$ cat src/rtl/ujsc_pkg.sv
// Shared types, character codes and breakpoint patterns for the sentence chunker.
`default_nettype none
package ujsc_pkg;

    localparam int CFG_W         = 12;
    localparam int BYTE_CNT_W    = 15;
    localparam int CHAR_CNT_W    = 13;
    localparam int Q_DEPTH       = 4;
    localparam int BP_COUNT      = 6;
    localparam int BP_MAX_BYTES  = 12;
    localparam logic [CFG_W-1:0] MAX_LEN_RESET = 12'd300;

    typedef logic [7:0] t_byte;
    typedef logic [23:0] t_char3;
    typedef logic [BP_MAX_BYTES*8-1:0] t_bp_seq;

    typedef struct packed {
        t_byte data_byte;
        logic  eot;
        logic  is_err;
    } t_q_word;

    localparam t_char3 CH_PERIOD = 24'hE38082;
    localparam t_char3 CH_EXCL   = 24'hEFBC81;
    localparam t_char3 CH_QUEST  = 24'hEFBC9F;
    localparam t_char3 CH_OPEN   = 24'hE3808C;
    localparam t_char3 CH_CLOSE  = 24'hE3808D;

    // First byte of each pattern sits in the top bits.
    localparam t_bp_seq BP_SEQ [BP_COUNT] = '{
        96'hE38081_000000_000000_000000,
        96'hE38082_000000_000000_000000,
        96'hE38197_E3818B_E38197_000000,
        96'hE3819D_E38197_E381A6_000000,
        96'hE381A0_E3818B_E38289_000000,
        96'hE3819D_E381AE_E3819F_E38281
    };
    localparam int BP_LEN [BP_COUNT] = '{3, 3, 9, 9, 9, 12};

    // Character length from a lead byte; zero for an invalid lead byte.
    function automatic logic [2:0] lead_len(input t_byte b);
        logic [2:0] len;
        if (b[7] == 1'b0) begin
            len = 3'd1;
        end else if (b[7:5] == 3'b110) begin
            len = 3'd2;
        end else if (b[7:4] == 4'b1110) begin
            len = 3'd3;
        end else if (b[7:3] == 5'b11110) begin
            len = 3'd4;
        end else begin
            len = 3'd0;
        end
        return len;
    endfunction

endpackage
`default_nettype wire

$ cat src/rtl/ujsc_if.sv
// Stream interfaces for the input bytes and the marked output bytes.
`default_nettype none
interface ujsc_in_if;
    logic       valid;
    logic       ready;
    logic [7:0] data_byte;
    logic       end_of_text;

    modport source (output valid, output data_byte, output end_of_text, input ready);
    modport sink (input valid, input data_byte, input end_of_text, output ready);
endinterface

interface ujsc_out_if;
    logic       valid;
    logic       ready;
    logic [7:0] out_byte;
    logic       chunk_end;
    logic       sentence_end;
    logic       status;

    modport source (output valid, output out_byte, output chunk_end,
                    output sentence_end, output status, input ready);
    modport sink (input valid, input out_byte, input chunk_end,
                  input sentence_end, input status, output ready);
endinterface
`default_nettype wire

$ cat src/rtl/ujsc_front.sv
// Front end: accepts bytes, tracks character lengths and the error drop state.
`default_nettype none
module ujsc_front import ujsc_pkg::*; (
    input  wire logic i_clk,
    input  wire logic i_rst_n,
    ujsc_in_if.sink   i_in,
    input  wire logic i_q_ready,
    output t_q_word   o_q_word,
    output logic      o_q_push
);

    logic [1:0] r_char_left, n_char_left;
    logic       r_err, n_err;
    logic       accept;
    logic [2:0] len;

    assign i_in.ready = r_err | i_q_ready;
    assign accept     = i_in.valid & i_in.ready;
    assign len        = lead_len(i_in.data_byte);

    always_comb begin
        n_char_left        = r_char_left;
        n_err              = r_err;
        o_q_push           = 1'b0;
        o_q_word.data_byte = i_in.data_byte;
        o_q_word.eot       = i_in.end_of_text;
        o_q_word.is_err    = 1'b0;
        if (accept) begin
            if (r_err) begin
                if (i_in.end_of_text) begin
                    n_err = 1'b0;
                end
            end else if (r_char_left != 2'd0) begin
                o_q_push    = 1'b1;
                n_char_left = i_in.end_of_text ? 2'd0 : r_char_left - 2'd1;
            end else if (len == 3'd0) begin
                o_q_push        = 1'b1;
                o_q_word.is_err = 1'b1;
                n_err           = ~i_in.end_of_text;
            end else begin
                o_q_push    = 1'b1;
                n_char_left = i_in.end_of_text ? 2'd0 : 2'(len - 3'd1);
            end
        end
    end

    always_ff @(posedge i_clk) begin
        if (!i_rst_n) begin
            r_char_left <= 2'd0;
            r_err       <= 1'b0;
        end else begin
            r_char_left <= n_char_left;
            r_err       <= n_err;
        end
    end

endmodule
`default_nettype wire

$ cat src/rtl/ujsc_queue.sv
// Small register queue between the front end and the back end.
`default_nettype none
module ujsc_queue import ujsc_pkg::*; (
    input  wire logic    i_clk,
    input  wire logic    i_rst_n,
    input  wire logic    i_push,
    input  wire t_q_word i_word,
    output logic         o_ready,
    input  wire logic    i_pop,
    output t_q_word      o_word,
    output logic         o_valid
);

    localparam int PTR_W = $clog2(Q_DEPTH);
    localparam int CNT_W = $clog2(Q_DEPTH + 1);

    t_q_word            r_mem [Q_DEPTH];
    logic [PTR_W-1:0]   r_wr_ptr;
    logic [PTR_W-1:0]   r_rd_ptr;
    logic [CNT_W-1:0]   r_count;

    assign o_ready = (r_count != CNT_W'(Q_DEPTH));
    assign o_valid = (r_count != '0);
    assign o_word  = r_mem[r_rd_ptr];

    always_ff @(posedge i_clk) begin
        if (i_push && o_ready) begin
            r_mem[r_wr_ptr] <= i_word;
        end
    end

    always_ff @(posedge i_clk) begin
        if (!i_rst_n) begin
            r_wr_ptr <= '0;
            r_rd_ptr <= '0;
            r_count  <= '0;
        end else begin
            if (i_push && o_ready) begin
                r_wr_ptr <= r_wr_ptr + PTR_W'(1);
            end
            if (i_pop && o_valid) begin
                r_rd_ptr <= r_rd_ptr + PTR_W'(1);
            end
            r_count <= r_count + CNT_W'(i_push && o_ready) - CNT_W'(i_pop && o_valid);
        end
    end

endmodule
`default_nettype wire

$ cat src/rtl/ujsc_back.sv
// Back end: lookahead window, boundary decisions and the output register.
`default_nettype none
module ujsc_back import ujsc_pkg::*; #(
    parameter int LOOKAHEAD_BYTES = 12
) (
    input  wire logic             i_clk,
    input  wire logic             i_rst_n,
    input  wire logic [CFG_W-1:0] i_max_len,
    input  wire logic             i_q_valid,
    input  wire t_q_word          i_q_word,
    output logic                  o_q_pop,
    ujsc_out_if.source            o_out
);

    localparam int FILL_W = $clog2(LOOKAHEAD_BYTES + 1);

    t_byte                  r_win [LOOKAHEAD_BYTES];
    t_byte                  n_win [LOOKAHEAD_BYTES];
    logic [FILL_W-1:0]      r_fill, n_fill;
    logic [1:0]             r_pend, n_pend;
    logic                   r_fin, n_fin;
    logic                   r_term, n_term;
    logic                   r_flush, n_flush;
    logic [BYTE_CNT_W-1:0]  r_byte_cnt, n_byte_cnt;
    logic [CHAR_CNT_W-1:0]  r_char_cnt, n_char_cnt;
    logic                   r_quote, n_quote;
    logic                   r_out_valid;
    t_byte                  r_out_byte;
    logic                   r_out_ce, r_out_se, r_out_st;

    logic                   out_free;
    logic                   win_full;
    logic                   can_decide;
    logic                   emit_win;
    logic                   err_emit;
    logic                   err_flush;
    logic                   take;
    logic                   flush_last;
    logic                   flush_done;
    logic [2:0]             len1;
    logic [2:0]             clen;
    t_char3                 head3;
    logic                   is_open, is_close;
    logic                   q_next;
    logic                   term;
    logic                   bp_hit;
    logic [BYTE_CNT_W-1:0]  byte_sum;
    logic [CHAR_CNT_W-1:0]  char_sum;
    logic                   fin;
    logic                   last_c;
    logic                   emit_ce, emit_se;
    logic [FILL_W-1:0]      wr_idx;

    assign out_free   = ~r_out_valid | o_out.ready;
    assign win_full   = (r_fill == FILL_W'(LOOKAHEAD_BYTES));
    assign can_decide = (r_pend == 2'd0) && (r_fill != '0) && (r_flush || win_full);
    assign emit_win   = out_free && ((r_pend != 2'd0) || can_decide);
    assign err_emit   = out_free && i_q_valid && i_q_word.is_err && (r_fill == '0) && !r_flush;
    assign err_flush  = i_q_valid && i_q_word.is_err && (r_fill != '0) && !r_flush;
    assign take       = i_q_valid && !i_q_word.is_err && !r_flush && (!win_full || emit_win);
    assign o_q_pop    = take || err_emit;
    assign flush_last = r_flush && (r_fill == FILL_W'(1));
    assign flush_done = flush_last && emit_win;

    always_comb begin
        len1     = (lead_len(r_win[0]) == 3'd0) ? 3'd1 : lead_len(r_win[0]);
        clen     = (FILL_W'(len1) < r_fill) ? len1 : r_fill[2:0];
        head3    = {r_win[0], r_win[1], r_win[2]};
        is_open  = (clen == 3'd3) && (head3 == CH_OPEN);
        is_close = (clen == 3'd3) && (head3 == CH_CLOSE);
        q_next   = is_open ? 1'b1 : (is_close ? 1'b0 : r_quote);
        term     = (clen == 3'd3) && !q_next &&
                   ((head3 == CH_PERIOD) || (head3 == CH_EXCL) || (head3 == CH_QUEST));
        bp_hit   = 1'b0;
        for (int k = 0; k < BP_COUNT; k++) begin
            logic hit;
            hit = (FILL_W'(BP_LEN[k]) <= r_fill);
            for (int i = 0; i < BP_MAX_BYTES; i++) begin
                if (i < BP_LEN[k]) begin
                    hit = hit && (r_win[i] == BP_SEQ[k][BP_MAX_BYTES*8-1-8*i -: 8]);
                end
            end
            bp_hit = bp_hit | hit;
        end
        byte_sum = r_byte_cnt + BYTE_CNT_W'(clen);
        char_sum = r_char_cnt + CHAR_CNT_W'(1);
        fin      = term || (bp_hit && (byte_sum > BYTE_CNT_W'(i_max_len))) ||
                   (char_sum > CHAR_CNT_W'(i_max_len));
    end

    always_comb begin
        n_pend     = r_pend;
        n_fin      = r_fin;
        n_term     = r_term;
        n_byte_cnt = r_byte_cnt;
        n_char_cnt = r_char_cnt;
        n_quote    = r_quote;
        last_c     = 1'b0;
        emit_ce    = 1'b0;
        emit_se    = 1'b0;
        if (r_pend != 2'd0) begin
            last_c  = (r_pend == 2'd1);
            emit_ce = (last_c && r_fin) || flush_last;
            emit_se = last_c && r_term;
        end else begin
            last_c  = (clen == 3'd1);
            emit_ce = (last_c && fin) || flush_last;
            emit_se = last_c && term;
        end
        if (emit_win) begin
            if (r_pend != 2'd0) begin
                n_pend = r_pend - 2'd1;
            end else begin
                n_pend     = 2'(clen - 3'd1);
                n_fin      = fin;
                n_term     = term;
                n_quote    = q_next;
                n_byte_cnt = fin ? '0 : byte_sum;
                n_char_cnt = fin ? '0 : char_sum;
            end
        end
        if (flush_done) begin
            n_byte_cnt = '0;
            n_char_cnt = '0;
            n_quote    = 1'b0;
        end
        n_flush = flush_done ? 1'b0 : (r_flush || err_flush || (take && i_q_word.eot));
    end

    always_comb begin
        wr_idx = r_fill - FILL_W'(emit_win);
        n_fill = r_fill - FILL_W'(emit_win) + FILL_W'(take);
        for (int i = 0; i < LOOKAHEAD_BYTES; i++) begin
            n_win[i] = r_win[i];
            if (emit_win && (i < LOOKAHEAD_BYTES - 1)) begin
                n_win[i] = r_win[(i < LOOKAHEAD_BYTES - 1) ? i + 1 : i];
            end
            if (take && (wr_idx == FILL_W'(i))) begin
                n_win[i] = i_q_word.data_byte;
            end
        end
    end

    always_ff @(posedge i_clk) begin
        r_win <= n_win;
        if (out_free) begin
            if (err_emit) begin
                r_out_byte <= i_q_word.data_byte;
                r_out_ce   <= 1'b0;
                r_out_se   <= 1'b0;
                r_out_st   <= 1'b1;
            end else begin
                r_out_byte <= r_win[0];
                r_out_ce   <= emit_ce;
                r_out_se   <= emit_se;
                r_out_st   <= 1'b0;
            end
        end
    end

    always_ff @(posedge i_clk) begin
        if (!i_rst_n) begin
            r_fill      <= '0;
            r_pend      <= 2'd0;
            r_fin       <= 1'b0;
            r_term      <= 1'b0;
            r_flush     <= 1'b0;
            r_byte_cnt  <= '0;
            r_char_cnt  <= '0;
            r_quote     <= 1'b0;
            r_out_valid <= 1'b0;
        end else begin
            r_fill     <= n_fill;
            r_pend     <= n_pend;
            r_fin      <= n_fin;
            r_term     <= n_term;
            r_flush    <= n_flush;
            r_byte_cnt <= n_byte_cnt;
            r_char_cnt <= n_char_cnt;
            r_quote    <= n_quote;
            if (out_free) begin
                r_out_valid <= emit_win || err_emit;
            end
        end
    end

    assign o_out.valid        = r_out_valid;
    assign o_out.out_byte     = r_out_byte;
    assign o_out.chunk_end    = r_out_ce;
    assign o_out.sentence_end = r_out_se;
    assign o_out.status       = r_out_st;

    a_fill_bound: assert property (@(posedge i_clk) disable iff (!i_rst_n)
        r_fill <= FILL_W'(LOOKAHEAD_BYTES))
        else $error("Lookahead window overfilled.");

    a_pend_has_bytes: assert property (@(posedge i_clk) disable iff (!i_rst_n)
        (r_pend != 2'd0) |-> (FILL_W'(r_pend) <= r_fill))
        else $error("Character continuation bytes missing from the window.");

    a_flush_clears: assert property (@(posedge i_clk) disable iff (!i_rst_n)
        $fell(r_flush) |-> (r_fill == '0 && r_byte_cnt == '0 && r_char_cnt == '0 && !r_quote))
        else $error("Flush ended with state left behind.");

    a_no_intake_in_flush: assert property (@(posedge i_clk) disable iff (!i_rst_n)
        r_flush |-> !take)
        else $error("Byte taken into the window during a flush.");

endmodule
`default_nettype wire

$ cat src/rtl/utf8_japanese_sentence_chunker.sv
// Top level of the UTF-8 Japanese sentence and chunk boundary marker.
//
//  Port          Dir  Handshake      Contents
//  i_in          in   valid/ready    data_byte, end_of_text
//  o_out         out  valid/ready    out_byte, chunk_end, sentence_end, status
//  i_cfg_we      in   write enable   i_cfg_wdata: max_chunk_length
//
// Outside a drain, one byte per cycle is sustained in and out; a character starts
// to leave the lookahead window once the window holds LOOKAHEAD_BYTES bytes from
// its lead byte on. At end of text or an invalid lead byte the window drains one
// byte per cycle while a four-word queue keeps taking input.
// Reset is synchronous and clears all control state; max_chunk_length returns to 300.
// A stalled output holds its register and backs up through the window and queue.
`default_nettype none
module utf8_japanese_sentence_chunker import ujsc_pkg::*; #(
    parameter int LOOKAHEAD_BYTES = 12
) (
    input  wire logic             i_clk,
    input  wire logic             i_rst_n,
    input  wire logic             i_cfg_we,
    input  wire logic [CFG_W-1:0] i_cfg_wdata,
    ujsc_in_if.sink               i_in,
    ujsc_out_if.source            o_out
);

    logic [CFG_W-1:0] r_max_len;
    t_q_word          push_word;
    t_q_word          head_word;
    logic             push;
    logic             q_ready;
    logic             q_valid;
    logic             pop;

    always_ff @(posedge i_clk) begin
        if (!i_rst_n) begin
            r_max_len <= MAX_LEN_RESET;
        end else if (i_cfg_we) begin
            r_max_len <= i_cfg_wdata;
        end
    end

    ujsc_front u_front (
        .i_clk     (i_clk),
        .i_rst_n   (i_rst_n),
        .i_in      (i_in),
        .i_q_ready (q_ready),
        .o_q_word  (push_word),
        .o_q_push  (push)
    );

    ujsc_queue u_queue (
        .i_clk   (i_clk),
        .i_rst_n (i_rst_n),
        .i_push  (push),
        .i_word  (push_word),
        .o_ready (q_ready),
        .i_pop   (pop),
        .o_word  (head_word),
        .o_valid (q_valid)
    );

    ujsc_back #(
        .LOOKAHEAD_BYTES (LOOKAHEAD_BYTES)
    ) u_back (
        .i_clk     (i_clk),
        .i_rst_n   (i_rst_n),
        .i_max_len (r_max_len),
        .i_q_valid (q_valid),
        .i_q_word  (head_word),
        .o_q_pop   (pop),
        .o_out     (o_out)
    );

endmodule
`default_nettype wire

$ cat src/flat_wrapper.sv
// flat-port wrapper written by rule: the top's interface ports become plain ports
module utf8_japanese_sentence_chunker_flat import ujsc_pkg::*;
#(
    parameter int LOOKAHEAD_BYTES = 12
)
  (i_clk, i_rst_n, i_cfg_we, i_cfg_wdata, i_in_valid, i_in_data_byte, i_in_end_of_text, i_in_ready, o_out_valid, o_out_out_byte, o_out_chunk_end, o_out_sentence_end, o_out_status, o_out_ready);
  ujsc_in_if i_in_i ();
  ujsc_out_if o_out_i ();
  input  wire logic i_clk;
  input  wire logic i_rst_n;
  input  wire logic i_cfg_we;
  input  wire logic [CFG_W-1:0] i_cfg_wdata;
  input wire logic [$bits(i_in_i.valid)-1:0] i_in_valid;
  input wire logic [$bits(i_in_i.data_byte)-1:0] i_in_data_byte;
  input wire logic [$bits(i_in_i.end_of_text)-1:0] i_in_end_of_text;
  output wire logic [$bits(i_in_i.ready)-1:0] i_in_ready;
  output wire logic [$bits(o_out_i.valid)-1:0] o_out_valid;
  output wire logic [$bits(o_out_i.out_byte)-1:0] o_out_out_byte;
  output wire logic [$bits(o_out_i.chunk_end)-1:0] o_out_chunk_end;
  output wire logic [$bits(o_out_i.sentence_end)-1:0] o_out_sentence_end;
  output wire logic [$bits(o_out_i.status)-1:0] o_out_status;
  input wire logic [$bits(o_out_i.ready)-1:0] o_out_ready;
  assign i_in_i.valid = i_in_valid;
  assign i_in_i.data_byte = i_in_data_byte;
  assign i_in_i.end_of_text = i_in_end_of_text;
  assign i_in_ready = i_in_i.ready;
  assign o_out_valid = o_out_i.valid;
  assign o_out_out_byte = o_out_i.out_byte;
  assign o_out_chunk_end = o_out_i.chunk_end;
  assign o_out_sentence_end = o_out_i.sentence_end;
  assign o_out_status = o_out_i.status;
  assign o_out_i.ready = o_out_ready;
  utf8_japanese_sentence_chunker #(.LOOKAHEAD_BYTES(LOOKAHEAD_BYTES)) u_core (.i_clk(i_clk), .i_rst_n(i_rst_n), .i_cfg_we(i_cfg_we), .i_cfg_wdata(i_cfg_wdata), .i_in(i_in_i), .o_out(o_out_i));
endmodule
$ cat config.mk
export PLATFORM = sky130hd
export DESIGN_NAME = utf8_japanese_sentence_chunker_flat
export DESIGN_NICKNAME = d
export VERILOG_FILES = /design/src/rtl/ujsc_pkg.sv /design/src/rtl/ujsc_if.sv /design/src/rtl/ujsc_front.sv /design/src/rtl/ujsc_queue.sv /design/src/rtl/ujsc_back.sv /design/src/rtl/utf8_japanese_sentence_chunker.sv /design/src/flat_wrapper.sv
export SDC_FILE = /design/constraint.sdc
export NUM_CORES = 1
export LEC_CHECK = 0
export BUFFER_PORTS_ARGS = -buffer_cell sky130_fd_sc_hd__buf_2
export CAP_MARGIN = 0
export CELL_PAD_IN_SITES_DETAIL_PLACEMENT = 2
export CELL_PAD_IN_SITES_GLOBAL_PLACEMENT = 2
export CORE_ASPECT_RATIO = 1.75
export CORE_MARGIN = 10
export CORE_UTILIZATION = 41
export DETAILED_ROUTE_END_ITERATION = 10
export GPL_TIMING_DRIVEN = 0
export PLACE_DENSITY_LB_ADDON = 0.2
export SYNTH_ARGS = -nofsm -noshare
export SYNTH_HDL_FRONTEND = slang
export SYNTH_SLANG_ARGS = --single-unit
export TNS_END_PERCENT = 1
$ cat constraint.sdc
create_clock -name i_clk -period 8.65 [get_ports i_clk]
set_clock_uncertainty 0.15 [all_clocks]
set_input_delay 0.865 -clock i_clk [delete_from_list [all_inputs] [get_ports i_clk]]
set_output_delay 0.865 -clock i_clk [all_outputs]
set_load 0.01 [all_outputs]
==> flow_summary.json, run 1 <==
{
  "drt_first_pass_iters": 6,
  "dieHeight_um": 232,
  "synth-edff-count": 147,
  "vias": 7362,
  "grt_start_max_net_pins": 15,
  "crit_required_ps": 8860,
  "crit_type": "flip-flop to flip-flop",
  "clock_path_buffers": 3,
  "rsz0062_at_grt": "no",
  "io_pins": 39,
  "hp-class": "flip-flop to flip-flop",
  "wirelength_um": 33900,
  "n_fill_cell": 2523,
  "clock-sinks": 210,
  "critical_path.cell_chain": "clkbuf_1 > inv_1 > ha_1 > a21oi_1 > or2_2 > and2_1 > nor2_1 > ha_1 > inv_1 > fa_1 > nor2b_1 > o21ai_0 > nor2_1 > xor2_1 > ha_1 > nand4_1 > nor3_1 > nand2_1 > o21ai_0 > a31oi_1 > o21ai_0 > a21oi_1 > nor3b_1",
  "placed_area_um2": 11200,
  "timing.fmax_ghz": 0.163,
  "gp_congestion": 0.877,
  "relSlewSlack_pct": 7.50,
  "worst_hold_slack_ps": 349,
  "p_total_w": 0.00376,
  "synth-seq-cells": 210,
  "syn2layout_area_growth_pct": 12.2,
  "die_x_um": 141,
  "syn_area_per_cell_um2": 12.5,
  "post_cts_buffers": 0,
  "start_util_pct": 41.7,
  "status": "complete, no violations",
  "setup_violations": 0,
  "synth-async-reset-ratio_pct": 0,
  "grt_pass1_wl_um": 52200,
  "timing.max_cap.violations": 0,
  "antenna_found_initial": 0,
  "path_max_fanout": 9,
  "holdBufCountCts": 0,
  "htree_levels": 1,
  "cts_resized": 0,
  "final-hold-violation-count": 0,
  "fin_crit_sh_pct": 70.8,
  "cts_tree": "done",
  "post-route-cell-area_um2": 11900,
  "synth_flop_cell": "edfxtp_1",
  "cellPowerDensity_nw_per_um2": 317,
  "synthCells": 845,
  "clk_latency_ps": 540,
  "arrival_ps": 6330,
  "yosysSeqAreaShare_pct": 53.7,
  "grt_overflow": 0,
  "endpoint_kind": "flip-flop",
  "tightest_slew_ps": 1370,
  "num-nets-final": 978,
  "drive_gt1_share_pct": 22.5,
  "drt_iter0_drc": 402,
  "drv_slew": 0,
  "wl_per_cell_um": 27.4,
  "n_antenna_cell": 0,
  "rows": 77,
  "cp-start-kind": "flip-flop",
  "netlist_area_um2": 10600,
  "setup_tns_ps": 0,
  "slowest_stage": "a21oi_1",
  "p_leak_nw": 4.29,
  "postRouteAntennaNets": 0,
  "drc_errors": 0,
  "coreArea_um2": 25300,
  "max_stage_delay_ps": 610,
  "period_minus_slack_ps": 6120,
  "die_area_um2": 32900,
  "io_buffers": 37,
  "clock-root-buffer": "clkbuf_16",
  "syn-num-nets": 917,
  "track_usage_pct": 20.6,
  "vdd_ir_drop_max_uv": 169,
  "first_global_vias": 8614,
  "clk_pin_slew_ps": 60,
  "numCtsBuffers": 22,
  "post-dp-hpwl_um": 26300,
  "synth.yosys.warnings": 0,
  "post_drt_via_cell_ratio": 5.95,
  "synth_cell_types": 75
}
-- cell usage in the layout, fill, tap and decap left out, drive strengths merged, types with 15 or more instances in the layout --
cell / count
buf: 46
nor2: 63
mux2: 98
edfxtp: 147
nor3: 26
o21ai: 17
and2: 16
nand3: 21
ha: 44
inv: 35
clkbuf: 51
nand4: 16
dfxtp: 63
a22o: 15
nand2: 46
xnor2: 24
-- through the flow --
stage / cells / setup slack (ps) / util, %
2_1_floorplan: 845 / 3930 / -
3_3_place_gp: 1198 / 2770 / 44.0
3_5_place_dp: 1198 / 2580 / 44.0
4_1_cts: 1237 / 2500 / 46.8
5_1_grt: 1237 / 2030 / 46.8
6_report: 1237 / 2530 / 46.8
-- routing by layer --
metal / global-route usage (%) / vias to the layer above / share of wire, %
li1: - / 3329 / -
met1: 19.0 / 3806 / 33
met2: 42.5 / 153 / 60
met3: 2.37 / 74 / 2.9
met4: 9.42 / 0 / 4.2
met5: 0 / - / 0
-- layout make-up --
cell class,count,area [µm²],share of cell area (%)
Timing Repair Buffer,37,185,1.56
Tap cell,316,395,3.33
Sequential cell,210,5680,47.8
Inverter,34,128,1.08
Buffer,31,133,1.12
Clock buffer,29,629,5.30
Multi-Input combinational cell,570,4640,39.1
Clock inverter,10,82.6,0.696
-- flip-flops by register name (all words and copies together), names as in the netlist, 2 cells and up, named ones only --
register                      flops
u_core.r_max_len                 12
u_core.u_back.head3              24
u_core.u_back.o_out.out_byte      8
u_core.u_back.r_byte_cnt         15
u_core.u_back.r_char_cnt         13
u_core.u_back.r_fill              4
u_core.u_back.r_pend              2
u_core.u_back.r_win              72
u_core.u_front.r_char_left        2
u_core.u_queue.r_count            3
u_core.u_queue.r_mem             40
u_core.u_queue.r_rd_ptr           2
u_core.u_queue.r_wr_ptr           2
-- power breakdown --
group / leakage [nW] / switching, W / internal, W
Combinational: 2.08 / 0.000790 / 0.000433
Sequential: 1.87 / 0.000176 / 0.00141
Clock: 0.351 / 0.000406 / 0.000543
-- path summary, 6_finish.rpt --
check | startpoint | to | slack, ps | cells after the start
setup / recovery | u_core.u_back.r_fill[2] | u_core.u_back.r_char_cnt[6] | 2530 | 23
hold / removal | u_core.u_back.r_term | u_core.u_back.r_term | 350 | 2
setup reg to reg | u_core.u_back.r_fill[2] | u_core.u_back.r_char_cnt[6] | 2530 | 23
hold reg to reg | u_core.u_back.r_term | u_core.u_back.r_term | 350 | 2
-- Yosys cell counts, types with 3 or more instances --
| cell type | number | area, µm² |
|---|---|---|
| o21a_1 | 8 | 60.1 |
| a21oi_1 | 13 | 65.1 |
| nor2_2 | 7 | 43.8 |
| and2_1 | 16 | 100 |
| nand4_1 | 16 | 100 |
| a31oi_1 | 4 | 25.0 |
| inv_1 | 34 | 128 |
| nor4b_1 | 4 | 35.0 |
| nand4b_1 | 6 | 52.6 |
| or2_2 | 5 | 31.3 |
| xor2_1 | 13 | 114 |
| nand3_1 | 21 | 105 |
| mux2i_1 | 11 | 110 |
| and3_1 | 9 | 56.3 |
| o211ai_1 | 7 | 52.6 |
| nor2b_1 | 9 | 56.3 |
| nor4_1 | 11 | 68.8 |
| mux4_2 | 10 | 225 |
| nor3_1 | 25 | 125 |
| o32a_1 | 3 | 30.0 |
| buf_1 | 3 | 11.3 |
| nor2_1 | 56 | 210 |
| buf_2 | 4 | 20.0 |
| o21ai_0 | 16 | 80.1 |
| a22o_1 | 15 | 131 |
| ha_1 | 44 | 551 |
| nor3b_1 | 5 | 37.5 |
| nand2_1 | 46 | 173 |
| a211o_1 | 3 | 26.3 |
| a221o_1 | 5 | 50.1 |
| edfxtp_1 | 147 | 4410 |
| nor4bb_1 | 6 | 60.1 |
| dfxtp_1 | 63 | 1260 |
| mux2_1 | 3 | 33.8 |
| clkbuf_1 | 22 | 82.6 |
| xnor2_1 | 24 | 210 |
| a211oi_1 | 5 | 37.5 |
| mux2_2 | 95 | 1070 |
-- worst max-delay path: cells and delay by family (launching register included) --
family | cells | cell delay, ps
AOI/OAI and AO/OA | 6 | 1690
and+or+nand+nor | 9 | 1640
buffers and inverters | 3 | 620
adders and majority gates | 4 | 1280
DFF | 1 | 310
xor gates and xnor gates | 1 | 250
-- cell families (layout without fill, tap and decap cells) --
logic type / after synthesis / after routing / synth area share, %
and+or+nand+nor: 266 / 266 / 14.1
DFF: 210 / 210 / 53.7
muxes: 119 / 119 / 13.6
AOI/OAI and AO/OA: 102 / 102 / 7.58
buffers and inverters: 65 / 141 / 2.46
adders and majority gates: 46 / 46 / 5.58
xor gates and xnor gates: 37 / 37 / 3.06
Power figures use the tool's default switching activity.
==> run 2: changes to the inputs <==
- clock period: 8.65 -> 6.3 ns (I/O delays scaled with it)
==> run 2 against run 1 <==
Effect of this change: register-to-register slack lost 2100 ps; sequential power grew 38%; non-clock buffer count shrank 1; clock power grew 37%; worst hold slack lost 180 ps; combinational power grew 37%; core utilization is essentially flat; die area is the same; cell count is essentially flat; setup slack lost 2100 ps; highest routed layer unchanged.
==> flow_summary.json, run 2 (synthesis gave the netlist of run 1 again) <==
{
  "r2r_end": "u_core.u_back.r_byte_cnt[10]",
  "tightest_slew_ps": 1400,
  "startpoint": "u_core.u_back.head3[22]",
  "endpoint_kind": "flip-flop",
  "path_max_fanout": 10,
  "clock-sinks": 210,
  "io_buffers": 37,
  "die_area_um2": 32900,
  "drt_iter0_drc": 367,
  "wirelength_um": 33800,
  "drv_slew": 0,
  "top_register": "u_core.u_back.r_win",
  "period_minus_slack_ps": 5830,
  "io_pins": 39,
  "holdPathEnd": "u_core.u_queue.r_mem[1][4]",
  "fin_crit_sh_pct": 92.6,
  "htree_levels": 1,
  "crit_required_ps": 6550,
  "clk_latency_ps": 530,
  "gp_congestion": 0.877,
  "grt_start_max_net_pins": 15,
  "final_cell_mix": "edfxtp_1, mux2_2, dfxtp_1, nor2_1, nand2_1",
  "crit_type": "flip-flop to flip-flop",
  "clk_pin_slew_ps": 60,
  "final_common_cell": "edfxtp_1",
  "post-route-cell-area_um2": 11900,
  "hold_path_depth": 1,
  "reg2reg_slack_ps": 470,
  "rows": 77,
  "rr_worst_depth": 25,
  "final-hold-violation-count": 0,
  "grt_pass1_wl_um": 52200,
  "cellPowerDensity_nw_per_um2": 434,
  "post-dp-hpwl_um": 26300,
  "wl_per_cell_um": 27.4,
  "timing.max_cap.violations": 0,
  "fin_util_pct": 46.9,
  "timing.fmax_ghz": 0.171,
  "post-place-cells": 1198,
  "n_antenna_cell": 0,
  "drc_errors": 0,
  "numCtsBuffers": 22,
  "first_global_vias": 8614,
  "syn2layout_area_growth_pct": 12.3,
  "vias": 7372,
  "p_leak_nw": 4.29,
  "post_cts_buffers": 0,
  "antenna_found_initial": 0,
  "vdd_ir_drop_max_uv": 231,
  "num-nets-final": 977,
  "clock-root-buffer": "clkbuf_16",
  "coreArea_um2": 25300,
  "post_drt_via_cell_ratio": 5.96,
  "status": "complete, no violations",
  "cp-start-kind": "flip-flop",
  "dieHeight_um": 232,
  "largest_register_ffs": 72,
  "track_usage_pct": 20.6,
  "timing.rr.start": "u_core.u_back.head3[22]",
  "die_x_um": 141,
  "setup_violations": 0,
  "start_util_pct": 41.7,
  "relSlewSlack_pct": 5.52,
  "rsz0062_at_grt": "no",
  "final_cells": 1236,
  "drive_gt1_share_pct": 22.7,
  "hp-class": "primary input to flip-flop",
  "drt_first_pass_iters": 4,
  "postRouteAntennaNets": 0,
  "grt_overflow": 0,
  "arrival_ps": 6080,
  "setup_tns_ps": 0,
  "min_from": "i_in_data_byte[2]",
  "placed_area_um2": 11200,
  "cts_tree": "done",
  "clock_path_buffers": 3
}
[run 2: changes by cell type in the layout (fill, tap and decap cells not counted), sizes merged]
cell / before / now
clkbuf: 51 / 50
[run 2: worst max path at each step]
stage	endpoint	slack, ps
after floorplan	u_core.u_back.r_byte_cnt[10]	1580
after global placement	u_core.u_back.r_char_cnt[2]	420
after detailed placement	u_core.u_back.r_byte_cnt[11]	230
after CTS	u_core.u_back.r_char_cnt[6]	150
after global routing	u_core.u_back.r_byte_cnt[10]	30
final	u_core.u_back.r_byte_cnt[10]	470
[run 2: worst max-delay path: stages, from the launching register on]
cell	delay [ps]
edfxtp_1	420
nand2_1	270
nor3_2	110
ha_1	310
a21oi_1	120
or2_2	310
and2_1	170
nor2_1	310
ha_1	240
inv_1	50
fa_1	390
nor2b_1	220
o21ai_0	230
nor2_1	180
xor2_1	250
ha_1	300
nand4_1	150
nor3_1	90
nand2_1	80
o21ai_0	90
a31oi_1	330
o21a_1	180
buf_2	220
nor2_2	80
buf_6	150
a221o_1	310
[run 2: through the flow]
step                hold WS [ps]  worst slack, ps  total power (W)
global placement             317              421          0.00374
detailed placement           331              232          0.00387
finish                       165              467          0.00516
floorplan                    299             1580          0.00317
global route                 161             26.3          0.00542
CTS                          148              150          0.00520
[run 2: report_power, final]
group	leakage [nW]	internal, W	switching (W)	total (W)
clock	0.351	0.000745	0.000557	0.00130
combinational	2.07	0.000594	0.00107	0.00167
sequential	1.87	0.00194	0.000252	0.00219
[run 2: per-layer routing]
layer  track usage [%]  vias to the layer above  share of wire (%)
li1                  -                     3334                  -
met2              42.5                      147                 60
met4              9.42                        0                4.2
met5                 0                        -                  0
met3              2.37                       74                2.6
met1              19.0                     3817                 33
[run 2: timing repair]
action	4_1_cts	5_1_grt
resized for setup	0	3
hold buffers	0	0
setup endpoints to repair	0	25
[run 2: layout make-up]
type	instances	area, µm²
fillers	2523	13500
flip-flops and latches	210	5680
multi-input cells	570	4650
clock buffers	29	629
well taps	316	395
repair buffers	37	185
plain buffers	30	129
inverters	34	128
clock inverters	10	82.6
==> run 3: changes to the inputs <==
- CORE_UTILIZATION: 41 -> 45
- CTS_BUF_LIST: default -> sky130_fd_sc_hd__clkbuf_8
==> run 3 against run 2 <==
Effect of this change: clock-buffer cell count grew 3; die area fell by 7.9%; cell count grew 0.57%; largest power group unchanged; core utilization up 3.6 points; setup slack lost 80 ps; wire length is 1.7% higher.
==> flow_summary.json, run 3 (synthesis gave the netlist of run 1 again) <==
{
  "crit_type": "flip-flop to flip-flop",
  "tightest_slew_ps": 1310,
  "setup_tns_ps": 0,
  "io_buffers": 37,
  "pwr-share-comb_pct": 34.2,
  "rows": 74,
  "slowest_stage": "edfxtp_1",
  "num-nets-final": 986,
  "final_common_cell": "edfxtp_1",
  "fin_crit_sh_pct": 93.9,
  "p_leak_nw": 4.30,
  "gp_congestion": 0.886,
  "post_drt_via_cell_ratio": 5.95,
  "postRouteAntennaNets": 0,
  "wl_per_cell_um": 27.7,
  "drv_slew": 0,
  "vias": 7399,
  "holdBufCountCts": 0,
  "htree_levels": 1,
  "p_switching_w": 0.00189,
  "swShare_pct": 38.3,
  "coreArea_um2": 23200,
  "track_usage_pct": 22.7,
  "n_fill_cell": 2342,
  "largest_register_ffs": 72,
  "rsz0062_at_grt": "no",
  "hp-class": "primary input to flip-flop",
  "final_cell_mix": "edfxtp_1, mux2_2, dfxtp_1, nor2_1, inv_1",
  "crit_required_ps": 6700,
  "n_antenna_cell": 0,
  "die_x_um": 136,
  "top_register": "u_core.u_back.r_win",
  "drc_errors": 0,
  "endpoint_kind": "flip-flop",
  "reg2reg_slack_ps": 390,
  "first_global_vias": 8613,
  "drt_first_pass_iters": 5,
  "die_area_um2": 30300,
  "timing.fmax_ghz": 0.169,
  "clk_latency_ps": 610,
  "drive_gt1_share_pct": 23.2,
  "status": "complete, no violations",
  "grt_start_max_net_pins": 17,
  "dieHeight_um": 223,
  "post-place-cells": 1186,
  "worst_hold_slack_ps": 87.9,
  "max_stage_delay_ps": 510,
  "cellPowerDensity_nw_per_um2": 421,
  "post_cts_buffers": 0,
  "antenna_found_initial": 0,
  "clkPwrFrac_pct": 21.7,
  "internal_power_w": 0.00305,
  "wirelength_um": 34400,
  "p_total_w": 0.00494,
  "p_seq_share_pct": 44.1,
  "clk_pin_slew_ps": 80,
  "cpLargestDelayFamily": "compound AO/OA/AOI/OAI gates",
  "final_cells": 1243,
  "grt_overflow": 0,
  "critPathBufInv": 3,
  "cts_tree": "done",
  "arrival_ps": 6310,
  "setup_violations": 0,
  "clock_path_buffers": 3,
  "crit_top_cell": "ha_1",
  "clock-root-buffer": "clkbuf_8",
  "syn2layout_area_growth_pct": 10.9,
  "grt_pass1_wl_um": 52300,
  "drt_iter0_drc": 309,
  "start_util_pct": 45.5,
  "vdd_ir_drop_max_uv": 159,
  "io_pins": 39,
  "final-hold-violation-count": 0,
  "numCtsBuffers": 31,
  "timing.max_cap.violations": 0,
  "clock-sinks": 210,
  "period_minus_slack_ps": 5910,
  "critical_path.cell_chain": "nand2_1 > nor3_2 > ha_1 > a21oi_1 > or2_2 > and2_1 > nor2_1 > ha_1 > inv_1 > fa_1 > nor2b_1 > o21ai_0 > xnor2_1 > ha_1 > a211o_1 > a21oi_1 > a221o_1 > a31oi_1 > o21a_1 > buf_2 > nor2_2 > buf_2 > a22o_1",
  "cp-start-kind": "flip-flop",
  "relSlewSlack_pct": 11.4,
  "post-dp-hpwl_um": 26900,
  "path_max_fanout": 10
}
[run 3: area by class of cell]
cell class | instances | area, µm² | area share (%)
multi-input cells | 570 | 4650 | 39.7
plain buffers | 30 | 129 | 1.10
flip-flops and latches | 210 | 5680 | 48.4
well taps | 304 | 380 | 3.24
clock inverters | 26 | 138 | 1.17
repair buffers | 37 | 185 | 1.58
inverters | 34 | 128 | 1.09
clock buffers | 32 | 440 | 3.76
[run 3: repair_timing]
item,4_1_cts,5_1_grt
setup endpoints to repair,0,24
gates resized for setup,0,4
endpoints found under the hold margin,0,0
[run 3: worst paths after layout]
kind,start,endpoint,cells past startpoint
min,i_in_valid,u_core.u_front.r_err,2
min reg2reg,u_core.u_back.r_byte_cnt[2],u_core.u_back.r_byte_cnt[2],1
max reg2reg,u_core.u_back.head3[21],u_core.u_back.r_byte_cnt[5],23
max,u_core.u_back.head3[21],u_core.u_back.r_byte_cnt[5],23
[run 3: power by group through the flow]
stage,combinational (W),sequential [W],clock [W]
after floorplan,0.00109,0.00208,0
after global placement,0.00156,0.00216,0
after detailed placement,0.00169,0.00219,0
after CTS,0.00172,0.00217,0.00109
after global routing,0.00183,0.00221,0.00115
final,0.00169,0.00218,0.00107
[run 3: per-stage QoR]
step / utilization (%) / cell area, µm² / setup slack, ps
5_1_grt: 50.5 / 11700 / 109
2_1_floorplan: - / 10600 / 1580
4_1_cts: 50.4 / 11700 / 38.2
3_3_place_gp: 47.9 / 11100 / 551
6_report: 50.5 / 11700 / 387
3_5_place_dp: 47.9 / 11100 / 167
[run 3: worst reg2reg max path: stages, from the launching register on]
cell      delay (ps)
edfxtp_1         510
nand2_1          140
nor3_2            60
ha_1             310
a21oi_1          140
or2_2            330
and2_1           170
nor2_1           310
ha_1             260
inv_1             60
fa_1             410
nor2b_1          220
o21ai_0          230
xnor2_1          340
ha_1             330
a211o_1          290
a21oi_1          190
a221o_1          210
a31oi_1          140
o21a_1           210
buf_2            180
nor2_2           150
buf_2            310
a22o_1           210
[run 3: layer usage]
layer  vias to the layer above  track usage, %  share of wire (%)
li1                       3342               -                  -
met1                      3786            20.7                 32
met2                       175            45.8                 60
met3                        96            2.76                2.7
met4                         0            12.1                5.4
met5                         -               0                  0
